**src/sv/rbnh_pkg.sv**
```systemverilog
// ----------------------------------------------------------------------------
// rbnh_pkg
// Shared types and constants for the ray / box nearest-hit core.
// ----------------------------------------------------------------------------
package rbnh_pkg;

  localparam int ID_BITS_DEF   = 16;
  localparam int FRAC_BITS_DEF = 16;
  localparam int CFG_AW        = 5;

  localparam logic [CFG_AW-3:0] REG_ORIGIN_X = 3'd0;
  localparam logic [CFG_AW-3:0] REG_ORIGIN_Y = 3'd1;
  localparam logic [CFG_AW-3:0] REG_ORIGIN_Z = 3'd2;
  localparam logic [CFG_AW-3:0] REG_DIR_X    = 3'd3;
  localparam logic [CFG_AW-3:0] REG_DIR_Y    = 3'd4;
  localparam logic [CFG_AW-3:0] REG_DIR_Z    = 3'd5;
  localparam logic [CFG_AW-3:0] REG_EPS      = 3'd6;

  localparam logic signed [31:0] DIR_X_RESET = 32'sd65536;
  localparam logic signed [31:0] SAT_MAX     = 32'sh7FFF_FFFF;
  localparam logic signed [31:0] SAT_MIN     = 32'sh8000_0000;

  typedef struct packed {
    logic signed [31:0] box_min_x;
    logic signed [31:0] box_min_y;
    logic signed [31:0] box_min_z;
    logic signed [31:0] box_max_x;
    logic signed [31:0] box_max_y;
    logic signed [31:0] box_max_z;
    logic [15:0]        object_id;
    logic               box_valid;
    logic               last_object;
  } rbnh_in_t;

  typedef struct packed {
    logic        hit_found;
    logic [15:0] nearest_id;
    logic [30:0] nearest_distance;
  } rbnh_out_t;

  typedef enum logic [2:0] {
    ST_IDLE,
    ST_START,
    ST_DIV,
    ST_MERGE,
    ST_DECIDE
  } rbnh_state_t;

endpackage

```
**src/sv/ray_box_nearest_hit_core.sv**
```systemverilog
// ----------------------------------------------------------------------------
// ray_box_nearest_hit_core
// Slab test of a configured ray against a stream of boxes, nearest hit kept.
// ----------------------------------------------------------------------------
//  channel | ports                  | beat
//  in      | in_valid/in_ready      | one box, id, valid and last flags
//  out     | out_valid/out_ready    | hit flag, nearest id and distance
//  cfg     | APB psel..pready       | one 32-bit register write or read
// One box takes an accept, six serial divides on the shared divider (each a
// start cycle, one bit step per quotient bit and a done cycle), then merge
// and decide; a skipped box goes from accept straight to decide. Not ready
// while a box is in work; a last box holds in decide while the previous
// result still waits on out_ready. Reset restores the register defaults and
// clears the tracker.
module ray_box_nearest_hit_core import rbnh_pkg::*; #(
  parameter int ID_BITS   = ID_BITS_DEF,
  parameter int FRAC_BITS = FRAC_BITS_DEF
) (
  input  logic              clk,
  input  logic              rst_n,
  input  logic              in_valid,
  output logic              in_ready,
  input  rbnh_in_t          in_data,
  output logic              out_valid,
  input  logic              out_ready,
  output rbnh_out_t         out_data,
  input  logic              psel,
  input  logic              penable,
  input  logic              pwrite,
  input  logic [CFG_AW-1:0] paddr,
  input  logic [31:0]       pwdata,
  output logic [31:0]       prdata,
  output logic              pready
);

  localparam logic [15:0] ID_MASK = 16'((64'd1 << ID_BITS) - 64'd1);

  logic signed [31:0] org_r [3];
  logic signed [31:0] dir_r [3];
  logic [15:0]        eps_r;

  rbnh_state_t st_r, st_nxt;
  rbnh_in_t    box_r;
  logic [2:0]  k_r;
  logic signed [31:0] t_r [6];
  logic signed [31:0] best_r;
  logic [15:0] bid_r;
  logic        any_r;
  logic signed [31:0] tmin_r, tmax_r;
  rbnh_out_t   res_r;
  logic        out_vld_r;

  logic        wr;
  logic [2:0]  ridx;
  logic [1:0]  ax;
  logic signed [31:0] corner;
  logic signed [32:0] num;
  logic        div_start, div_done;
  logic signed [31:0] quot;
  logic        slot_free, dec_go, res_load;

  assign pready = 1'b1;
  assign wr     = psel & penable & pwrite;
  assign ridx   = paddr[CFG_AW-1:2];

  always_comb begin
    case (ridx)
      REG_ORIGIN_X: prdata = org_r[0];
      REG_ORIGIN_Y: prdata = org_r[1];
      REG_ORIGIN_Z: prdata = org_r[2];
      REG_DIR_X:    prdata = dir_r[0];
      REG_DIR_Y:    prdata = dir_r[1];
      REG_DIR_Z:    prdata = dir_r[2];
      REG_EPS:      prdata = {16'd0, eps_r};
      default:      prdata = '0;
    endcase
  end

  always_ff @(posedge clk) begin
    if (!rst_n) begin
      org_r[0] <= '0; org_r[1] <= '0; org_r[2] <= '0;
      dir_r[0] <= DIR_X_RESET; dir_r[1] <= '0; dir_r[2] <= '0;
      eps_r    <= '0;
    end else if (wr) begin
      case (ridx)
        REG_ORIGIN_X: org_r[0] <= pwdata;
        REG_ORIGIN_Y: org_r[1] <= pwdata;
        REG_ORIGIN_Z: org_r[2] <= pwdata;
        REG_DIR_X:    dir_r[0] <= pwdata;
        REG_DIR_Y:    dir_r[1] <= pwdata;
        REG_DIR_Z:    dir_r[2] <= pwdata;
        REG_EPS:      eps_r    <= pwdata[15:0];
        default:      ;
      endcase
    end
  end

  // quotient k: axis k/2, min corner when k even
  always_comb begin
    ax = k_r[2:1];
    case (k_r)
      3'd0:    corner = box_r.box_min_x;
      3'd1:    corner = box_r.box_max_x;
      3'd2:    corner = box_r.box_min_y;
      3'd3:    corner = box_r.box_max_y;
      3'd4:    corner = box_r.box_min_z;
      default: corner = box_r.box_max_z;
    endcase
    num = 33'(corner) - 33'(org_r[ax]);
  end

  rbnh_div #(.FRAC_BITS(FRAC_BITS)) u_div (
    .clk(clk), .rst_n(rst_n), .start(div_start), .num(num),
    .den(dir_r[ax]), .eps(eps_r), .done(div_done), .quot(quot)
  );

  // a last box may leave decide only when the result register is free
  assign slot_free = !out_vld_r || out_ready;
  assign dec_go    = !box_r.last_object || slot_free;
  assign res_load  = (st_r == ST_DECIDE) && box_r.last_object && slot_free;

  always_comb begin
    st_nxt = st_r;
    case (st_r)
      ST_IDLE:   if (in_valid) st_nxt = in_data.box_valid ? ST_START : ST_DECIDE;
      ST_START:  st_nxt = ST_DIV;
      ST_DIV:    if (div_done) st_nxt = (k_r == 3'd5) ? ST_MERGE : ST_START;
      ST_MERGE:  st_nxt = ST_DECIDE;
      ST_DECIDE: if (dec_go) st_nxt = ST_IDLE;
      default:   st_nxt = ST_IDLE;
    endcase
  end

  always_comb begin
    in_ready  = (st_r == ST_IDLE);
    div_start = (st_r == ST_START);
    out_valid = out_vld_r;
  end
  assign out_data = res_r;

  logic signed [31:0] lo0, lo1, lo2, hi0, hi1, hi2, mx, mn, hit_dist;
  logic hit, upd;
  always_comb begin
    lo0 = (t_r[0] < t_r[1]) ? t_r[0] : t_r[1];
    hi0 = (t_r[0] < t_r[1]) ? t_r[1] : t_r[0];
    lo1 = (t_r[2] < t_r[3]) ? t_r[2] : t_r[3];
    hi1 = (t_r[2] < t_r[3]) ? t_r[3] : t_r[2];
    lo2 = (t_r[4] < t_r[5]) ? t_r[4] : t_r[5];
    hi2 = (t_r[4] < t_r[5]) ? t_r[5] : t_r[4];
    mx  = (lo0 > lo1) ? lo0 : lo1;
    mx  = (mx > lo2) ? mx : lo2;
    mn  = (hi0 < hi1) ? hi0 : hi1;
    mn  = (mn < hi2) ? mn : hi2;
    hit      = !tmax_r[31] && !(tmin_r > tmax_r);
    hit_dist = tmin_r[31] ? tmax_r : tmin_r;
    upd      = box_r.box_valid && hit && (!any_r || hit_dist < best_r);
  end

  always_ff @(posedge clk) begin
    if (!rst_n) begin
      st_r      <= ST_IDLE;
      any_r     <= 1'b0;
      best_r    <= SAT_MAX;
      bid_r     <= '0;
      k_r       <= '0;
      out_vld_r <= 1'b0;
    end else begin
      st_r <= st_nxt;
      case (st_r)
        ST_IDLE: if (in_valid) k_r <= '0;
        ST_DIV: if (div_done) begin
          t_r[k_r] <= quot;
          k_r      <= k_r + 3'd1;
        end
        ST_MERGE: begin
          tmin_r <= mx;
          tmax_r <= mn;
        end
        ST_DECIDE: if (dec_go) begin
          if (box_r.last_object) begin
            any_r  <= 1'b0;
            best_r <= SAT_MAX;
            bid_r  <= '0;
          end else if (upd) begin
            best_r <= hit_dist;
            bid_r  <= box_r.object_id & ID_MASK;
            any_r  <= 1'b1;
          end
        end
        default: ;
      endcase
      if (res_load) out_vld_r <= 1'b1;
      else if (out_ready) out_vld_r <= 1'b0;
    end
    if (st_r == ST_IDLE && in_valid) box_r <= in_data;
    if (res_load) begin
      if (upd) begin
        res_r.hit_found        <= 1'b1;
        res_r.nearest_id       <= box_r.object_id & ID_MASK;
        res_r.nearest_distance <= hit_dist[30:0];
      end else begin
        res_r.hit_found        <= any_r;
        res_r.nearest_id       <= any_r ? bid_r : 16'd0;
        res_r.nearest_distance <= any_r ? best_r[30:0] : 31'd0;
      end
    end
  end

endmodule

```
**src/sv/rbnh_div.sv**
```systemverilog
// ----------------------------------------------------------------------------
// rbnh_div
// Signed saturating fixed-point quotient, restoring, one bit per cycle.
// ----------------------------------------------------------------------------
module rbnh_div import rbnh_pkg::*; #(
  parameter int FRAC_BITS = FRAC_BITS_DEF
) (
  input  logic               clk,
  input  logic               rst_n,
  input  logic               start,
  input  logic signed [32:0] num,
  input  logic signed [31:0] den,
  input  logic [15:0]        eps,
  output logic               done,
  output logic signed [31:0] quot
);

  localparam int NW = 33 + FRAC_BITS;
  localparam int CW = $clog2(NW + 1);

  logic [NW-1:0] q_r, q_nxt;
  logic [32:0]   rem_r, rem_nxt;
  logic [32:0]   dm_r, dm_nxt;
  logic          neg_r, neg_nxt;
  logic [CW-1:0] cnt_r, cnt_nxt;
  logic          busy_r, busy_nxt;
  logic          done_r, done_nxt;

  logic [32:0] nm, dmag, trial;
  logic [33:0] sh;
  logic        dneg;

  always_comb begin
    nm    = num[32] ? 33'(-num) : 33'(num);
    dneg  = den[31];
    dmag  = den[31] ? 33'(-{den[31], den}) : {1'b0, den};
    sh    = {rem_r, q_r[NW-1]};
    trial = sh[32:0] - dm_r;
    q_nxt = q_r; rem_nxt = rem_r; dm_nxt = dm_r; neg_nxt = neg_r;
    cnt_nxt = cnt_r; busy_nxt = busy_r; done_nxt = 1'b0;
    if (start) begin
      if (dmag <= {17'd0, eps}) begin
        dmag = 33'd1;
        dneg = 1'b0;
      end
      q_nxt    = {nm, {FRAC_BITS{1'b0}}};
      rem_nxt  = '0;
      dm_nxt   = dmag;
      neg_nxt  = num[32] ^ dneg;
      cnt_nxt  = CW'(NW);
      busy_nxt = 1'b1;
    end else if (busy_r) begin
      if ({1'b0, sh} >= {2'b0, dm_r}) begin
        rem_nxt = trial;
        q_nxt   = {q_r[NW-2:0], 1'b1};
      end else begin
        rem_nxt = sh[32:0];
        q_nxt   = {q_r[NW-2:0], 1'b0};
      end
      cnt_nxt = cnt_r - 1'b1;
      if (cnt_r == CW'(1)) begin
        busy_nxt = 1'b0;
        done_nxt = 1'b1;
      end
    end
  end

  always_ff @(posedge clk) begin
    if (!rst_n) begin
      busy_r <= 1'b0;
      done_r <= 1'b0;
      cnt_r  <= '0;
    end else begin
      busy_r <= busy_nxt;
      done_r <= done_nxt;
      cnt_r  <= cnt_nxt;
    end
    q_r   <= q_nxt;
    rem_r <= rem_nxt;
    dm_r  <= dm_nxt;
    neg_r <= neg_nxt;
  end

  always_comb begin
    if (neg_r) begin
      if (q_r > NW'(33'h0_8000_0000)) quot = SAT_MIN;
      else quot = 32'(-q_r);
    end else begin
      if (q_r > NW'(33'h0_7FFF_FFFF)) quot = SAT_MAX;
      else quot = 32'(q_r);
    end
  end

  assign done = done_r;

endmodule
```
**config.mk**
```make
export PLATFORM = sky130hd
export DESIGN_NAME = ray_box_nearest_hit_core
export DESIGN_NICKNAME = d
export VERILOG_FILES = /design/src/sv/rbnh_pkg.sv /design/src/sv/ray_box_nearest_hit_core.sv /design/src/sv/rbnh_div.sv
export SDC_FILE = /design/constraint.sdc
export NUM_CORES = 2
export LEC_CHECK = 0
export BUFFER_PORTS_ARGS = -buffer_cell sky130_fd_sc_hd__buf_2
export CAP_MARGIN = 10
export CORE_ASPECT_RATIO = 2
export CORE_MARGIN = 8
export CORE_UTILIZATION = 56
export DETAILED_ROUTE_END_ITERATION = 7
export PLACE_DENSITY = 0.78
export SYNTH_ARGS = -nofsm -noshare
export SYNTH_HDL_FRONTEND = slang
export SYNTH_SLANG_ARGS = --single-unit
```
**constraint.sdc**
```tcl
create_clock -name clk -period 8 [get_ports clk]
set_clock_uncertainty 0.15 [all_clocks]
set_input_delay 0.8 -clock clk [delete_from_list [all_inputs] [get_ports clk]]
set_output_delay 0.8 -clock clk [all_outputs]
set_load 0.005 [all_outputs]
```
==> summary.md <==
| Metric | Value |
|---|---|
| Mapped Area | `51300 um^2` |
| GRT Residual Overflow | `0` |
| Cell count after synthesis | `4775` |
| Pin count of the biggest net entering global routing | `186` |
| Bufs and invs on worst path | `6` |
| Longest Clk Path Bufs | `3` |
| Layout cell share with drive strength beyond 1 | `22.6%` |
| Net Count, Synth | `5405` |
| Clock-pin slew on the worst setup and hold paths | `0.07 ns` |
| Final setup violation count | `55` |
| CP Max Fanout | `13` |
| DRC | `0` |
| Fin. max-slew vios | `0` |
| Placed instance area | `57200 um^2` |
| Die area | `102000 um^2` |
| Status | `finished, violations left` |
| Predominant post-synthesis flop cell | `edfxtp_1` |
| Met2 Usage GRT | `46.0%` |
| Worst skew pair latency | `0.70 ns` |
| I/O Buffers | `333` |
| Worst path max stage delay | `0.54 ns` |
| Hold Slack | `0.125 ns` |
| CP Class | `reg2reg` |
| Most used cell, CP | `buf_12` |
| Pwr dens | `204 nW/um^2` |
| LEAKAGE | `25.5 nW` |
| M1 GR Usage | `36.5%` |
| CTS tree | `built` |
| Worst vdd ir | `0.000226 V` |
| Post-place setup slack | `-0.886 ns` |
| Initial antenna violation count | `14` |
| P&R area growth vs syn | `19.8%` |
| Hold WC Path Type | `in2reg` |
| First-pass GRT wire length | `232000 um` |
| Asr flop ratio synth | `0%` |
| WL/cell | `23.1 um` |
| Synth top area share | `45.2%` |
| M3 GR Usage | `4.73%` |
| Number of warnings issued by yosys | `0` |
| Hold Fails Final Rpt | `0` |
| Area occupied by multi-input gates | `24100 um^2` |
| Syn avg cell area | `10.7 um^2` |
| Worst slew pin tran | `1.34 ns` |
| DRT iter0 DRCs | `4815` |
| Minimum clock period | `8.12 ns` |
| GRT Util Overall | `28.9%` |
| Failing checks | `negative setup slack` |
| Starting Density | `56.3%` |
| Final worst slack | `-0.119 ns` |
| Sequential area share after synthesis | `50.4%` |
| CTS buffer count | `82` |
| Post-route ant nets | `0` |
| FILL cells | `6558` |
| Vias in the first global route | `40249` |
| H-tree level count | `3` |
| Overall power | `12.6 mW` |
| RSZ-0062 raised after global routing | `true` |
| # nets final | `6089` |
| Synthesis-stage register bit count | `904` |
| Die Ht | `444 um` |
| Via/cell ratio | `6.16` |
| Final Cycle Share | `101%` |
| Gpl congestion | `0.944` |
| Cell family with the largest share of critical-path delay | `simple AND/OR/NAND/NOR gates` |
| Core Rows | `157` |
| Aggregate routed wire length | `156000 um` |
| Vias | `41506` |
| Max-cap viol count | `0` |
| Post-synth top area cell | `edfxtp_1` |
| Slew Limit Headroom | `10.4%` |
| Top area cells in the synthesized netlist | `edfxtp_1 (45%), ha_1 (9.1%), mux2i_1 (6.8%)` |
| Critical Path RT | `8.27 ns` |
| Startpoint Class | `register` |
| Design area | `61400 um^2` |
| I/O pin cnt | `337` |
| Crit end category | `register` |
| Register area | `25800 um^2` |
| CTS sink cnt | `904` |
| Busiest grt layer | `met2` |
| Core ar. | `91100 um^2` |
| Post-synth EDFFs | `773` |
| Die width | `230 um` |
| Slowest CP cell | `or4_4` |
| Critical path arrival | `8.39 ns` |
| HPWL Detailed | `113000 um` |
| F_max | `123 MHz` |
| Synth cell types | `88` |
| DRT Pass-1 Iters | `7` |
| Clk root buf | `clkbuf_16` |
==> where the power goes <==
| part | internal, mW | switching (mW) |
|---|---|---|
| clock | 2.25 | 1.86 |
| sequential | 5.58 | 0.254 |
| combinational | 0.986 | 1.63 |
==> through the flow <==
step                      TNS, ns  util, %  cells
after global routing       -15.84     67.4   6725
final                       -3.99     67.4   6735
after detailed placement   -40.09     62.7   6509
after CTS                       0     66.3   6685
after global placement     -24.84     62.7   6508
after floorplan                 0        -   4775
==> final cells by class <==
type / count / share of cell area, %
clock inverter: 49 / 0.874
sequential: 904 / 42.1
inverter: 379 / 2.32
timing repair buffer: 834 / 9.41
multi-input combinational: 3258 / 39.2
tap: 1192 / 2.43
antenna: 14 / 0.0570
clock buffer: 105 / 3.65
==> final timing paths <==
kind | from | to | slack, ns | cells past startpoint
setup / recovery | t_r[2][26] | tmin_r[28] | -0.12 | 38
hold / removal | in_data[44] | box_r[44] | 0.12 | 1
setup reg to reg | t_r[2][26] | tmin_r[28] | -0.12 | 38
hold reg to reg | bid_r[12] | bid_r[12] | 0.33 | 2
==> Yosys cell counts, drive strengths merged (11+ instances only) <==
library cell  count
edfxtp          773
nand2           397
inv             378
ha              374
mux2i           346
a21oi           334
nor2            288
o21ai           253
clkbuf          188
nand3           144
dfxtp           131
a22oi            98
o21a             93
xnor2            80
and2             77
mux2             76
a21o             68
nand4            65
nor3             54
buf              47
o211ai           46
xor2             41
nor2b            39
a222oi           35
a31oi            30
a211oi           27
or3              27
o311ai           26
and3             23
nand2b           22
nor4             21
o41a             14
o21bai           13
or2              11
==> placed cells by master (no fill, tap or decap), drive strengths merged, types with 21 or more instances in the layout <==
master / count
and2: 77
nand3: 144
ha: 374
or3: 28
clkbuf: 110
a31oi: 30
buf: 829
dfxtp: 131
nor2: 288
o211ai: 46
nand4: 65
o311ai: 26
clkinv: 31
xor2: 41
inv: 386
a211oi: 27
nand2: 397
nor2b: 39
o21ai: 253
nor4: 21
a22oi: 98
nand2b: 22
a21o: 68
xnor2: 80
edfxtp: 773
a222oi: 35
mux2i: 346
and3: 23
a21oi: 334
o21a: 93
mux2: 76
nor3: 54
==> sequential cells by signal, indices dropped and copies added (netlist names), named ones only <==
signal and cells:
out_valid 1, dir_r 96, out_data 48, u_div.dm_r 33, tmin_r 32, u_div.busy_r 1
org_r 96, best_r 32, tmax_r 32, eps_r 16, u_div.done 1, u_div.q_r 49
u_div.neg_r 1, any_r 1, st_r 3, bid_r 16, u_div.rem_r 33, u_div.cnt_r 6
t_r 192, k_r 3, box_r 210
==> what timing repair did <==
item,4_1_cts,5_1_grt
pin swaps,14,53
endpoints found under the hold margin,0,0
cloned,6,5
setup endpoints to repair,64,64
hold buffers,0,0
resized for setup,62,156
setup buffers,16,33
==> cell families (layout without fill, tap and decap cells) <==
| logic type | after synthesis | count (layout) | synth area share [%] |
|---|---|---|---|
| AOI/OAI and AO/OA | 1125 | 1125 | 14.1 |
| xor gates and xnor gates | 121 | 121 | 2.07 |
| adders and majority gates | 376 | 376 | 9.20 |
| buffers and inverters | 614 | 1367 | 4.58 |
| DFF | 904 | 904 | 50.4 |
| muxes | 424 | 424 | 8.51 |
| other | 2 | 16 | 0.0146 |
| and+or+nand+nor | 1209 | 1210 | 11.2 |
==> routing by layer <==
layer	up-vias	share of wire (%)	routed length, um
met2	2174	46	71500
met3	396	9.1	14200
met1	19894	38	59200
met5	-	0.048	74
li1	19032	-	-
met4	10	6.9	10700
No activity file was read; power rests on OpenSTA's default activity.
